`src/rtl/core/lms_adaptive_fir_assert.svh`:
```
// Assertion macros for the LMS adaptive FIR core.
// Included by the RTL files that carry assertions; no other dependencies.
`ifndef LMS_ADAPTIVE_FIR_ASSERT_SVH
`define LMS_ADAPTIVE_FIR_ASSERT_SVH
`ifndef SYNTHESIS
// implication in the same cycle
`define LMS_ASSERT_IMPL(lbl, clk, rst_n, ante, cons) \
    lbl: assert property (@(posedge clk) disable iff (!rst_n) (ante) |-> (cons)) \
        else $error("assertion failed in %m");
// implication in the next cycle
`define LMS_ASSERT_NEXT(lbl, clk, rst_n, ante, cons) \
    lbl: assert property (@(posedge clk) disable iff (!rst_n) (ante) |=> (cons)) \
        else $error("assertion failed in %m");
`else
`define LMS_ASSERT_IMPL(lbl, clk, rst_n, ante, cons)
`define LMS_ASSERT_NEXT(lbl, clk, rst_n, ante, cons)
`endif
`endif

```
`src/rtl/core/lms_pkg.sv`:
```
// Shared types and constants of the LMS adaptive FIR core.
// No dependencies; used by the interfaces, controller, datapath and top level.
`default_nettype none

package lms_pkg;

    localparam int TAPS_DEF = 16;

    localparam int SMP_W   = 16;                  // Q1.15 samples
    localparam int WGT_W   = 24;                  // Q4.20 weights
    localparam int STEP_W  = 16;                  // Q0.16 mu
    localparam int WP_W    = WGT_W + SMP_W;       // weight x tap product
    localparam int MUE_W   = STEP_W + SMP_W + 2;  // 2 * mu * e
    localparam int PROD_W  = MUE_W + SMP_W;       // shared multiplier output
    localparam int Y_SHIFT = 20;
    localparam int W_SHIFT = 26;

    localparam int SMP_MAX = 2 ** (SMP_W - 1) - 1;
    localparam int SMP_MIN = -(2 ** (SMP_W - 1));
    localparam int WGT_MAX = 2 ** (WGT_W - 1) - 1;
    localparam int WGT_MIN = -(2 ** (WGT_W - 1));

    localparam logic [STEP_W-1:0] STEP_RESET = 16'd655;

    typedef logic signed [SMP_W-1:0] sample_t;

    typedef enum logic [1:0] {
        ACT_ADAPT   = 2'd0,
        ACT_FILTER  = 2'd1,
        ACT_CLR_WIN = 2'd2,
        ACT_CLR_ALL = 2'd3
    } action_t;

    typedef enum logic [2:0] {
        ST_IDLE,
        ST_MAC,
        ST_MAC_WAIT,
        ST_YE,
        ST_MUE,
        ST_UPD,
        ST_UPD_WAIT,
        ST_DONE
    } state_t;

    // controller -> datapath
    typedef struct packed {
        logic take;      // item accepted this cycle
        logic issue;     // read tap/weight at the current index
        logic upd;       // pipeline in weight-update mode
        logic form_y;    // round/saturate y and e
        logic form_mue;  // register 2*mu*e
        logic load_out;  // move y/e/full to output register
    } cmd_t;

    // datapath -> controller
    typedef struct packed {
        logic will_full; // window full once this item's sample is in
        logic last;      // index at final tap
        logic drained;   // MAC pipeline empty
        logic adapt;     // current item adapts
        logic out_free;  // output register can take a result
    } status_t;

endpackage

`default_nettype wire

```
`src/rtl/core/lms_in_if.sv`:
```
// Input channel of the LMS adaptive FIR: valid/ready plus one item.
// Depends on lms_pkg.
`default_nettype none

interface lms_in_if;
    import lms_pkg::*;

    logic    valid;
    logic    ready;
    sample_t sample;
    sample_t desired;
    action_t action;

    modport source (output valid, sample, desired, action, input ready);
    modport sink   (input valid, sample, desired, action, output ready);
endinterface

`default_nettype wire

```
`src/rtl/core/lms_out_if.sv`:
```
// Result channel of the LMS adaptive FIR: valid/ready plus one result item.
// Depends on lms_pkg.
`default_nettype none

interface lms_out_if;
    import lms_pkg::*;

    logic    valid;
    logic    ready;
    sample_t filter_out;
    sample_t error_out;
    logic    window_full;

    modport source (output valid, filter_out, error_out, window_full, input ready);
    modport sink   (input valid, filter_out, error_out, window_full, output ready);
endinterface

`default_nettype wire

```
`src/rtl/core/lms_ctrl.sv`:
```
// Sequencer of the LMS adaptive FIR: filter pass, error, weight-update pass.
// Depends on lms_pkg; drives the datapath through cmd_t, watches status_t.
`default_nettype none

module lms_ctrl (
    input  logic             clk,
    input  logic             rst_n,
    input  logic             in_valid,
    input  lms_pkg::action_t in_action,
    input  lms_pkg::status_t status,
    output logic             in_ready,
    output lms_pkg::cmd_t    cmd
);
    import lms_pkg::*;

    state_t state_reg;
    state_t state_next;

    always_ff @(posedge clk or negedge rst_n)
    begin
        if (!rst_n)
        begin
            state_reg <= ST_IDLE;
        end
        else
        begin
            state_reg <= state_next;
        end
    end

    always_comb
    begin
        state_next = state_reg;
        cmd        = '0;
        in_ready   = 1'b0;
        unique case (state_reg)
            ST_IDLE:
            begin
                in_ready = 1'b1;
                if (in_valid)
                begin
                    cmd.take = 1'b1;
                    unique case (in_action) inside
                        ACT_CLR_WIN, ACT_CLR_ALL: state_next = ST_IDLE;
                        default:
                        begin
                            state_next = status.will_full ? ST_MAC : ST_DONE;
                        end
                    endcase
                end
            end
            ST_MAC:
            begin
                cmd.issue = 1'b1;
                if (status.last)
                begin
                    state_next = ST_MAC_WAIT;
                end
            end
            ST_MAC_WAIT:
            begin
                if (status.drained)
                begin
                    state_next = ST_YE;
                end
            end
            ST_YE:
            begin
                cmd.form_y = 1'b1;
                state_next = status.adapt ? ST_MUE : ST_DONE;
            end
            ST_MUE:
            begin
                cmd.form_mue = 1'b1;
                state_next   = ST_UPD;
            end
            ST_UPD:
            begin
                cmd.issue = 1'b1;
                cmd.upd   = 1'b1;
                if (status.last)
                begin
                    state_next = ST_UPD_WAIT;
                end
            end
            ST_UPD_WAIT:
            begin
                cmd.upd = 1'b1;
                if (status.drained)
                begin
                    state_next = ST_DONE;
                end
            end
            ST_DONE:
            begin
                if (status.out_free)
                begin
                    cmd.load_out = 1'b1;
                    state_next   = ST_IDLE;
                end
            end
            default: state_next = ST_IDLE;
        endcase
    end

endmodule

`default_nettype wire

```
`src/rtl/core/lms_dp.sv`:
```
// Datapath of the LMS adaptive FIR: tap and weight memories, one shared
// multiplier with accumulate / weight-update back end, output register.
// Depends on lms_pkg and lms_adaptive_fir_assert.svh.
`default_nettype none
`include "lms_adaptive_fir_assert.svh"

module lms_dp #(
    parameter int TAPS = lms_pkg::TAPS_DEF
) (
    input  logic                        clk,
    input  logic                        rst_n,
    input  logic                        cfg_wr_en,
    input  logic [lms_pkg::STEP_W-1:0]  cfg_wr_data,
    input  lms_pkg::sample_t            in_sample,
    input  lms_pkg::sample_t            in_desired,
    input  lms_pkg::action_t            in_action,
    input  lms_pkg::cmd_t               cmd,
    output lms_pkg::status_t            status,
    input  logic                        out_ready,
    output logic                        out_valid,
    output lms_pkg::sample_t            filter_out,
    output lms_pkg::sample_t            error_out,
    output logic                        window_full
);
    import lms_pkg::*;

    localparam int IDX_W  = $clog2(TAPS);
    localparam int CNT_W  = $clog2(TAPS + 1);
    localparam int ACC_W  = WP_W + IDX_W;
    localparam int ACC1_W = ACC_W + 1;
    localparam int E_W    = SMP_W + 1;
    localparam int P1_W   = PROD_W + 1;
    localparam int WS_W   = WGT_W + 2;

    localparam logic [IDX_W-1:0] LAST_IDX = IDX_W'(TAPS - 1);
    localparam logic [CNT_W-1:0] FULL_CNT = CNT_W'(TAPS);

    localparam logic signed [ACC1_W-1:0] Y_HALF = ACC1_W'(2 ** (Y_SHIFT - 1));
    localparam logic signed [ACC1_W-1:0] Y_MAX  = ACC1_W'(SMP_MAX);
    localparam logic signed [ACC1_W-1:0] Y_MIN  = ACC1_W'(SMP_MIN);
    localparam logic signed [E_W-1:0]    E_MAX  = E_W'(SMP_MAX);
    localparam logic signed [E_W-1:0]    E_MIN  = E_W'(SMP_MIN);
    localparam logic signed [P1_W-1:0]   W_HALF = P1_W'(2 ** (W_SHIFT - 1));
    localparam logic signed [WS_W-1:0]   W_MAX  = WS_W'(WGT_MAX);
    localparam logic signed [WS_W-1:0]   W_MIN  = WS_W'(WGT_MIN);

    // memories
    sample_t                   tmem [TAPS];
    logic signed [WGT_W-1:0]   wmem [TAPS];
    logic [TAPS-1:0]           wval_reg;   // weight entry written since reset or last clear-all

    // control / pointers
    logic [STEP_W-1:0] step_reg;
    logic [IDX_W-1:0]  head_reg;
    logic [IDX_W-1:0]  rdp_reg;
    logic [IDX_W-1:0]  idx_reg;
    logic [CNT_W-1:0]  fill_reg;
    logic              full_reg;
    logic              adapt_reg;
    logic              s1_vld_reg;
    logic              s2_vld_reg;
    logic              out_vld_reg;

    // payload
    sample_t                   desired_reg;
    sample_t                   tap_rd_reg;
    logic signed [WGT_W-1:0]   w_rd_reg;
    logic                      wv_rd_reg;
    logic [IDX_W-1:0]          s1_idx_reg;
    logic [IDX_W-1:0]          s2_idx_reg;
    logic signed [PROD_W-1:0]  prod_reg;
    logic signed [WGT_W-1:0]   wd_reg;
    logic signed [ACC_W-1:0]   acc_reg;
    sample_t                   y_reg;
    sample_t                   e_reg;
    logic signed [MUE_W-1:0]   mue_reg;
    sample_t                   fout_reg;
    sample_t                   eout_reg;
    logic                      wfull_reg;

    // combinational
    logic [IDX_W-1:0]          head_next;
    logic [IDX_W-1:0]          rdp_next;
    logic [IDX_W-1:0]          idx_next;
    logic                      is_clear;
    logic                      will_full;
    logic signed [WGT_W-1:0]   w_eff;
    logic signed [MUE_W-1:0]   mul_a;
    logic signed [PROD_W-1:0]  prod_next;
    logic signed [ACC1_W-1:0]  acc_rnd;
    logic signed [ACC1_W-1:0]  y_wide;
    sample_t                   y_sat;
    logic signed [E_W-1:0]     e_diff;
    sample_t                   e_sat;
    logic signed [MUE_W-2:0]   mu_e;
    logic signed [MUE_W-1:0]   mue_next;
    logic signed [P1_W-1:0]    p_rnd;
    logic signed [WS_W-1:0]    w_sum;
    logic signed [WGT_W-1:0]   w_new;

    assign head_next = (head_reg == LAST_IDX) ? '0 : head_reg + 1'b1;
    assign rdp_next  = (rdp_reg == '0) ? LAST_IDX : rdp_reg - 1'b1;
    assign idx_next  = (idx_reg == LAST_IDX) ? '0 : idx_reg + 1'b1;
    assign is_clear  = (in_action == ACT_CLR_WIN) || (in_action == ACT_CLR_ALL);
    assign will_full = (fill_reg == FULL_CNT) || (fill_reg == FULL_CNT - 1'b1);

    // shared multiplier: weight x tap for the filter pass, 2*mu*e x tap for update
    assign w_eff     = wv_rd_reg ? w_rd_reg : '0;
    assign mul_a     = cmd.upd ? mue_reg : MUE_W'(w_eff);
    assign prod_next = mul_a * tap_rd_reg;

    // y: round half up at bit 20, saturate
    assign acc_rnd = ACC1_W'(acc_reg) + Y_HALF;
    assign y_wide  = acc_rnd >>> Y_SHIFT;
    always_comb
    begin
        if (y_wide > Y_MAX)
        begin
            y_sat = SMP_W'(Y_MAX);
        end
        else if (y_wide < Y_MIN)
        begin
            y_sat = SMP_W'(Y_MIN);
        end
        else
        begin
            y_sat = SMP_W'(y_wide);
        end
    end

    assign e_diff = E_W'(desired_reg) - E_W'(y_sat);
    always_comb
    begin
        if (e_diff > E_MAX)
        begin
            e_sat = SMP_W'(E_MAX);
        end
        else if (e_diff < E_MIN)
        begin
            e_sat = SMP_W'(E_MIN);
        end
        else
        begin
            e_sat = SMP_W'(e_diff);
        end
    end

    assign mu_e     = $signed({1'b0, step_reg}) * e_reg;
    assign mue_next = {mu_e, 1'b0};

    // weight step: round at bit 26, add, saturate to Q4.20
    assign p_rnd = P1_W'(prod_reg) + W_HALF;
    assign w_sum = WS_W'(wd_reg) + WS_W'($signed(p_rnd[P1_W-1:W_SHIFT]));
    always_comb
    begin
        if (w_sum > W_MAX)
        begin
            w_new = WGT_W'(W_MAX);
        end
        else if (w_sum < W_MIN)
        begin
            w_new = WGT_W'(W_MIN);
        end
        else
        begin
            w_new = WGT_W'(w_sum);
        end
    end

    always_ff @(posedge clk or negedge rst_n)
    begin
        if (!rst_n)
        begin
            step_reg    <= STEP_RESET;
            head_reg    <= '0;
            rdp_reg     <= '0;
            idx_reg     <= '0;
            fill_reg    <= '0;
            full_reg    <= 1'b0;
            adapt_reg   <= 1'b0;
            wval_reg    <= '0;
            s1_vld_reg  <= 1'b0;
            s2_vld_reg  <= 1'b0;
            out_vld_reg <= 1'b0;
        end
        else
        begin
            if (cfg_wr_en)
            begin
                step_reg <= cfg_wr_data;
            end
            if (cmd.take)
            begin
                if (is_clear)
                begin
                    fill_reg <= '0;
                    if (in_action == ACT_CLR_ALL)
                    begin
                        wval_reg <= '0;
                    end
                end
                else
                begin
                    head_reg  <= head_next;
                    rdp_reg   <= head_next;
                    fill_reg  <= (fill_reg == FULL_CNT) ? fill_reg : fill_reg + 1'b1;
                    full_reg  <= will_full;
                    adapt_reg <= (in_action == ACT_ADAPT);
                end
            end
            if (cmd.issue)
            begin
                idx_reg <= idx_next;
                rdp_reg <= rdp_next;
            end
            if (s2_vld_reg && cmd.upd)
            begin
                wval_reg[s2_idx_reg] <= 1'b1;
            end
            s1_vld_reg <= cmd.issue;
            s2_vld_reg <= s1_vld_reg;
            if (cmd.load_out)
            begin
                out_vld_reg <= 1'b1;
            end
            else if (out_ready)
            begin
                out_vld_reg <= 1'b0;
            end
        end
    end

    // memories, registered reads
    always_ff @(posedge clk)
    begin
        if (cmd.take && !is_clear)
        begin
            tmem[head_next] <= in_sample;
        end
        if (cmd.issue)
        begin
            tap_rd_reg <= tmem[rdp_reg];
            w_rd_reg   <= wmem[idx_reg];
        end
        if (s2_vld_reg && cmd.upd)
        begin
            wmem[s2_idx_reg] <= w_new;
        end
    end

    always_ff @(posedge clk)
    begin
        if (cmd.take)
        begin
            desired_reg <= in_desired;
            acc_reg     <= '0;
            y_reg       <= '0;
            e_reg       <= '0;
        end
        else
        begin
            if (s2_vld_reg && !cmd.upd)
            begin
                acc_reg <= acc_reg + ACC_W'($signed(prod_reg[WP_W-1:0]));
            end
            if (cmd.form_y)
            begin
                y_reg <= y_sat;
                e_reg <= adapt_reg ? e_sat : '0;
            end
        end
        if (cmd.issue)
        begin
            wv_rd_reg  <= wval_reg[idx_reg];
            s1_idx_reg <= idx_reg;
        end
        if (s1_vld_reg)
        begin
            prod_reg   <= prod_next;
            wd_reg     <= w_eff;
            s2_idx_reg <= s1_idx_reg;
        end
        if (cmd.form_mue)
        begin
            mue_reg <= mue_next;
        end
        if (cmd.load_out)
        begin
            fout_reg  <= y_reg;
            eout_reg  <= e_reg;
            wfull_reg <= full_reg;
        end
    end

    assign status.will_full = will_full;
    assign status.last      = (idx_reg == LAST_IDX);
    assign status.drained   = !s1_vld_reg && !s2_vld_reg;
    assign status.adapt     = adapt_reg;
    assign status.out_free  = !out_vld_reg || out_ready;

    assign out_valid   = out_vld_reg;
    assign filter_out  = fout_reg;
    assign error_out   = eout_reg;
    assign window_full = wfull_reg;

    `LMS_ASSERT_IMPL(a_upd_needs_full, clk, rst_n, s2_vld_reg && cmd.upd, full_reg && adapt_reg)
    `LMS_ASSERT_IMPL(a_fill_bound, clk, rst_n, 1'b1, fill_reg <= FULL_CNT)
    `LMS_ASSERT_IMPL(a_take_drained, clk, rst_n, cmd.take, !s1_vld_reg && !s2_vld_reg)
    `LMS_ASSERT_NEXT(a_load_shows, clk, rst_n, cmd.load_out, out_vld_reg)

endmodule

`default_nettype wire

```
`src/rtl/core/lms_adaptive_fir.sv`:
```
// Top level of the LMS adaptive FIR core: controller plus datapath.
// Depends on lms_pkg, lms_in_if, lms_out_if, lms_ctrl and lms_dp.
//
//  channel   dir  handshake        payload
//  in_ch     in   valid / ready    sample, desired, action
//  out_ch    out  valid / ready    filter_out, error_out, window_full
//  cfg       in   cfg_wr_en        cfg_wr_data -> step_size (mu, Q0.16)
//
// An adapting item with a full window has the single shared multiplier walk
// all taps twice: once for y, once for the weight updates. Filtering walks
// them once, a filling window not at all, and a clear item gives no result.
// Reset clears the window count and the weight valid bits at once; no sweep.
// A result waits in the output register; the next item is taken meanwhile and
// only its hand-over to the output waits for out_ch.ready.
`default_nettype none

module lms_adaptive_fir #(
    parameter int TAPS = lms_pkg::TAPS_DEF
) (
    input  logic                        clk,
    input  logic                        rst_n,
    input  logic                        cfg_wr_en,
    input  logic [lms_pkg::STEP_W-1:0]  cfg_wr_data,
    lms_in_if.sink                      in_ch,
    lms_out_if.source                   out_ch
);
    import lms_pkg::*;

    cmd_t    cmd;     // sequencer commands
    status_t status;  // datapath flags back to the sequencer
    logic    in_rdy;

    // item accept: in_ch.valid & in_ch.ready, handled inside the sequencer
    lms_ctrl u_ctrl (
        .clk       (clk),
        .rst_n     (rst_n),
        .in_valid  (in_ch.valid),
        .in_action (in_ch.action),
        .status    (status),
        .in_ready  (in_rdy),
        .cmd       (cmd)
    );

    assign in_ch.ready = in_rdy;

    // memories, shared multiplier, rounding/saturation and output register
    lms_dp #(
        .TAPS (TAPS)
    ) u_dp (
        .clk         (clk),
        .rst_n       (rst_n),
        .cfg_wr_en   (cfg_wr_en),
        .cfg_wr_data (cfg_wr_data),
        .in_sample   (in_ch.sample),
        .in_desired  (in_ch.desired),
        .in_action   (in_ch.action),
        .cmd         (cmd),
        .status      (status),
        .out_ready   (out_ch.ready),
        .out_valid   (out_ch.valid),
        .filter_out  (out_ch.filter_out),
        .error_out   (out_ch.error_out),
        .window_full (out_ch.window_full)
    );

endmodule

`default_nettype wire
```
`src/flat_wrapper.sv`:
```
// flat-port wrapper written by rule: the top's interface ports become plain ports
module lms_adaptive_fir_flat import lms_pkg::*;
#(
    parameter int TAPS = lms_pkg::TAPS_DEF
)
  (clk, rst_n, cfg_wr_en, cfg_wr_data, in_ch_valid, in_ch_sample, in_ch_desired, in_ch_action, in_ch_ready, out_ch_valid, out_ch_filter_out, out_ch_error_out, out_ch_window_full, out_ch_ready);
  lms_in_if in_ch_i ();
  lms_out_if out_ch_i ();
  input  logic clk;
  input  logic rst_n;
  input  logic cfg_wr_en;
  input  logic [lms_pkg::STEP_W-1:0] cfg_wr_data;
  input wire logic [$bits(in_ch_i.valid)-1:0] in_ch_valid;
  input wire logic [$bits(in_ch_i.sample)-1:0] in_ch_sample;
  input wire logic [$bits(in_ch_i.desired)-1:0] in_ch_desired;
  input wire logic [$bits(in_ch_i.action)-1:0] in_ch_action;
  output wire logic [$bits(in_ch_i.ready)-1:0] in_ch_ready;
  output wire logic [$bits(out_ch_i.valid)-1:0] out_ch_valid;
  output wire logic [$bits(out_ch_i.filter_out)-1:0] out_ch_filter_out;
  output wire logic [$bits(out_ch_i.error_out)-1:0] out_ch_error_out;
  output wire logic [$bits(out_ch_i.window_full)-1:0] out_ch_window_full;
  input wire logic [$bits(out_ch_i.ready)-1:0] out_ch_ready;
  assign in_ch_i.valid = in_ch_valid;
  assign in_ch_i.sample = in_ch_sample;
  assign in_ch_i.desired = in_ch_desired;
  assign in_ch_i.action = in_ch_action;
  assign in_ch_ready = in_ch_i.ready;
  assign out_ch_valid = out_ch_i.valid;
  assign out_ch_filter_out = out_ch_i.filter_out;
  assign out_ch_error_out = out_ch_i.error_out;
  assign out_ch_window_full = out_ch_i.window_full;
  assign out_ch_i.ready = out_ch_ready;
  lms_adaptive_fir #(.TAPS(TAPS)) u_core (.clk(clk), .rst_n(rst_n), .cfg_wr_en(cfg_wr_en), .cfg_wr_data(cfg_wr_data), .in_ch(in_ch_i), .out_ch(out_ch_i));
endmodule
```
`config.mk`:
```
export PLATFORM = sky130hd
export DESIGN_NAME = lms_adaptive_fir_flat
export DESIGN_NICKNAME = d
export VERILOG_FILES = /design/src/rtl/core/lms_pkg.sv /design/src/rtl/core/lms_in_if.sv /design/src/rtl/core/lms_out_if.sv /design/src/rtl/core/lms_ctrl.sv /design/src/rtl/core/lms_dp.sv /design/src/rtl/core/lms_adaptive_fir.sv /design/src/flat_wrapper.sv
export VERILOG_INCLUDE_DIRS = /design/src /design/src/rtl/core
export SDC_FILE = /design/constraint.sdc
export NUM_CORES = 2
export LEC_CHECK = 0
export BUFFER_PORTS_ARGS = -buffer_cell sky130_fd_sc_hd__buf_2
export CAP_MARGIN = 10
export CORE_ASPECT_RATIO = 0.7
export CORE_UTILIZATION = 55
export DETAILED_ROUTE_END_ITERATION = 8
export GPL_ROUTABILITY_DRIVEN = 0
export PLACE_DENSITY = 0.71
export SYNTH_ARGS = -nofsm -noshare
export SYNTH_HDL_FRONTEND = slang
export SYNTH_SLANG_ARGS = --single-unit
```
`constraint.sdc`:
```
create_clock -name clk -period 17.2 [get_ports clk]
set_clock_uncertainty 0.1 [all_clocks]
set_input_delay 1.72 -clock clk [delete_from_list [all_inputs] [get_ports clk]]
set_output_delay 1.72 -clock clk [all_outputs]
set_load 0.02 [all_outputs]
```
Word level (Yosys, flattened, before mapping)
Memory sizes are Yosys's and may differ from the RTL's. A register that Yosys moved wholly into a read port is not among the register bits.
Cells that the tools add are included.
- RAM bits: 640
- output and inout port bits: 35
- register bits after elaboration: 298
- memories: 2
- word-level logic and storage cells: 145
- bits of input ports: 55
- memories (memory ; depth ; bits a word ; read ports ; clocked after Yosys merged registers in ; wr ports ; line ; source):
    u_core.u_dp.wmem ; 16 ; 24 ; 1 ; 1 ; 1 ; lms_dp.sv:49 ; logic signed [WGT_W-1:0] wmem [TAPS];
    u_core.u_dp.tmem ; 16 ; 16 ; 1 ; 1 ; 1 ; lms_dp.sv:48 ; sample_t tmem [TAPS];
- mux-type cells: 50
- bitwise operators: 2
- $add $sub $neg: 9
- reductions and logical operators: 25
- $mul: 2
- magnitude comparators: 9
- equal/unequal tests: 21
- operator list (kind ; number):
    $mux 16 ; 9
    $mux 24 ; 3
    $add 50x27->51 const B ; 1
    $mul 34x16->50 ; 1
    $add 44x21->45 const B ; 1
    $add 44x40->44 ; 1
    $mux 34 ; 1
    $mul 17x16->33 ; 1
    $add 24x25->26 ; 1
    $gt 26x24->1 const B ; 1
    $lt 26x24->1 const B ; 1
    $gt 25x16->1 const B ; 1
    $lt 25x16->1 const B ; 1
    $mux 3 ; 8
    $mux 4 ; 6
    $pmux 3 s8 ; 1
    $gt 17x16->1 const B ; 1
    $lt 17x16->1 const B ; 1
    $mux 1 ; 17
    $sub 16x16->17 ; 1
    $or 16x16->16 ; 1
    $eq 3x3->1 const B ; 4
    $lt 4x5->1 const B ; 2
    $mux 5 ; 2
    other kinds (26) ; 51

Depth between registers and ports, before layout
- depth in word-level cells: 9
- depth in mapped cells: 35
- gate-level depth less buffers: 30

Hierarchy
A second synthesis with hierarchy kept.
- cell total of the unflattened synthesis: 5778
- area, all modules: 68597.0 sq um
- by module, submodules not included (module ; cells an instance ; seq. area each (sq um) ; times used ; area an instance (sq um)):
    lms_dp ; 5750 ; 28254.6 ; 1 ; 68375.6
    lms_ctrl ; 28 ; 75.1 ; 1 ; 221.5

Worst setup path before layout
No wires, ideal clock.
- path type: reg-to-reg
- start point: register u_core.u_ctrl.state_reg[0]
- end point: register u_core.u_dp.prod_reg[49] (data pin)
- data arrival time: 9.259 ns
- clock period less this slack: 9.621 ns
- path slack: 7.579 ns
- buffers on the path: 5
- data required time: 16.839 ns
- stages on the path, launching flop included: 35
- path through: dfrtp_1 > clkbuf_1 > nand2b_1 > clkbuf_1 > inv_1 > clkbuf_1 > o21a_1 > clkbuf_1 > a21o_1 > clkbuf_1 > nand2_1 > fa_1 > inv_1 > fa_1 > inv_1 > fa_1 > inv_1 > fa_1 > fa_1 > inv_1 > fa_1 > inv_1 > ha_1 > a21o_1 > a21oi_1 > o21bai_1 > a21oi_1 > o21ai_0 > o41a_1 > a31o_2 > a31oi_1 > o21ai_0 > a221oi_1 > o21ai_0 > xnor2_1
- longest elaborated chain between the ends: 5
- RTL lines (item ; line ; source):
    from (decl) ; lms_ctrl.sv:16 ; state_t state_reg;
    from (signal assigned) ; lms_ctrl.sv:27 ; state_reg <= state_next;
    $eq 3x3->1 ; lms_ctrl.sv:36 ; unique case (state_reg)
    $reduce_or 2->1 (no source line) (*) ; -- ;
    $mux 1 (*) ; lms_ctrl.sv:36 ;
    $mux 34 (*) ; lms_dp.sv:109 ; assign mul_a = cmd.upd ? mue_reg : MUE_W'(w_eff);
    $mul 34x16->50 (*) ; lms_dp.sv:110 ; assign prod_next = mul_a * tap_rd_reg;
    named net u_core.u_dp.prod_next[49] ; lms_dp.sv:89 ; logic signed [PROD_W-1:0] prod_next;
    to (signal assigned) ; lms_dp.sv:279 ; prod_reg <= prod_next;
    to (decl) ; lms_dp.sv:71 ; logic signed [PROD_W-1:0] prod_reg;
Mark *: on every way through the listed nets, which the timed path passes. The rest lies on a longest branch.
A chain may end at the register's enable or synchronous reset.

Worst setup path in the final report
- start point: register u_core.u_ctrl.state_reg[1]
- end point: register u_core.u_dp.prod_reg[49] (data pin)
Same word-level chain as after synthesis.

==> results.toml <==
[yosys]
yosysSeqAreaShare = 0.411
ys_seq_elements = 978
synth_xor_area_frac = 0.0242
synth.distinct_cells = 95
synth_top_area_cell = "edfxtp_1"
postSynthCellCount = 5789
synthTopCellsByArea = "edfxtp_1, fa_1, ha_1"
synth_compound_area_frac = 0.0636
yosys_most_used_dff = "edfxtp_1"
yosysWarnings = 0
syn_nets = 6887
synth-async-reset-ratio = 0.0583
synth_top_family_by_area = "adder cells"
synth_edf_count = 845
synthAdderAreaFrac = 0.268
synth.area.mux_share = 0.0675
syn_area_mm2 = 0.0689
synth_top_area_frac = 0.368
syn_avg_cell_area_um2 = 11.9
synth-simple-area-share = 0.103

[global_route]
grt_overflow_total = 0
track_usage = 0.271
antenna_found_initial = 4
grt_pass1_wl_um = 262000
grt_max_degree = 75
grt_pass1_vias = 44075

[worst_setup_path]
cp.arrival_ns = 10.86
crit_path_start_kind = "flip-flop"
crit_fanout = 56
crit_type = "flip-flop to flip-flop"
cpMostUsedCell = "fa_1"
cp_slowest_cell = "o21ai_4"
end_kind = "flip-flop"
slowest_delay_ns = 0.58
rrSetupSlack_ns = 6.66
required_ns = 17.51

[status]
status = "finished, final reports clean"

[timing]
maxSlewHeadroom = 0.233
timing.fmax_mhz = 94.8
setup_viol = 0
finalMaxSlewViolations = 0
post-route-period-util = 0.613
hold_violations = 0
tns_ns = 0
rsz0062_at_grt = "false"
period_minus_slack_ns = 10.54
worst_pin_slew_ns = 1.15

[layout]
nFillCells = 9772
final_layout_size_suffix_gt1_frac = 0.0965
nNetsFinal = 6903
antenna_cells = 0
largest_reg_flops = 384
mostFrequentLayoutCells = "inv_1, edfxtp_1, fa_1"
area_growth_pct = 7.66
mostFrequentLayoutCell = "inv_1"

[die]
num_rows = 108
pin_count = 90
start_util = 0.556
die_w_um = 425
core_area_mm2 = 0.124
die_area_mm2 = 0.127
chipHeight_um = 298

[detailed_routing]
vias = 44023
ant_nets = 0
drtPass1Iterations = 6
via_per_inst = 5.85
drc = 0
drt-initial-drc-count = 4675
wl_per_cell_um = 22.3
wl_um = 168000

[job]
drv_cap = 0

[cts]
cts_hold_buf = 0
clock_path_buffers = 3
cts_made_buffers = 94
cts_tree = "yes"
cts_setup_buffers = 0
root_buffer = "clkbuf_16"
clkSinkCount = 978
cts_max_level = 3
cts_resized = 0
clock_latency_ns = 0.72
clk_pin_slew_worst_paths_ns = 0.06

[worst_hold_path]
hold_class = "flip-flop to flip-flop"

[placement]
place_hpwl_um = 117000
port_buffers = 89
## metrics by stage
stage / hold WS (ns) / setup slack [ns] / utilization / std cells / cell area (um^2)
detailed placement: 0.309 / 6.80 / 0.574 / 7359 / 71200
global route: 0.325 / 6.37 / 0.598 / 7528 / 74200
floorplan: 0.300 / 7.58 / - / 5789 / 68900
global placement: 0.305 / 7.14 / 0.574 / 7359 / 71200
CTS: 0.316 / 6.76 / 0.598 / 7528 / 74200
finish: 0.324 / 6.66 / 0.598 / 7528 / 74200
## metal layers
layer / vias to the layer above / global-route usage / part of all wire
met3: 247 / 0.0617 / 0.10
met5: - / 0 / 0.00020
met2: 1904 / 0.387 / 0.43
met1: 22502 / 0.419 / 0.45
met4: 4 / 0.0618 / 0.021
li1: 19366 / - / -
## synthesized netlist by cell type (all sizes together) (76+ instances only)
library cell / instances
mux4: 157
a21o: 136
ha: 332
o21ai: 101
inv: 919
nand2: 698
nor2: 209
a21oi: 186
and2: 302
clkbuf: 207
edfxtp: 845
dfxtp: 76
xnor2: 126
fa: 711
## critical path, delay by kind of cell, from the launching register on
family          cells  cell delay (ns)
compound gates     13             3.88
xor+xnor            1             0.16
flops               1             0.55
buf+inv             5             0.89
simple gates        2             0.81
mux                 1             0.54
fa+ha+maj           7             3.27
## final cells by class
cell class              instances  area [um^2]  share of cell area
multi-input cells            3652        36400               0.491
clock buffers                 124         2570              0.0346
clock inverters                45          389             0.00524
inverters                     920         3450              0.0465
flip-flops and latches        978        28300               0.382
well taps                    1650         2060              0.0278
repair buffers                159          971              0.0131
## logic make-up (layout without fill, tap and decap cells)
logic type      Yosys count  in the layout
fa+ha+maj              1049           1049
xor+xnor                188            188
flops                   978            978
compound gates          660            660
simple gates           1491           1491
buf+inv                1159           1248
mux                     264            264
## path summary, 6_finish.rpt
| path | startpoint | to | cells after the start |
|---|---|---|---|
| worst max register to register | u_core.u_ctrl.state_reg[1] | u_core.u_dp.prod_reg[49] | 29 |
| worst max-delay path | u_core.u_ctrl.state_reg[1] | u_core.u_dp.prod_reg[49] | 29 |
| max in group asynchronous | rst_n | u_core.u_dp.idx_reg[0] | 2 |
| worst min register to register | u_core.u_dp.y_reg[0] | u_core.u_dp.filter_out[0] | 0 |
| worst min-delay path | u_core.u_dp.y_reg[0] | u_core.u_dp.filter_out[0] | 0 |
| min in group asynchronous | rst_n | u_core.u_dp.step_reg[4] | 2 |
Power is left out: the tool's default activity adds up to more than one toggle a clock period on the data nets, which glitch-free logic cannot reach.
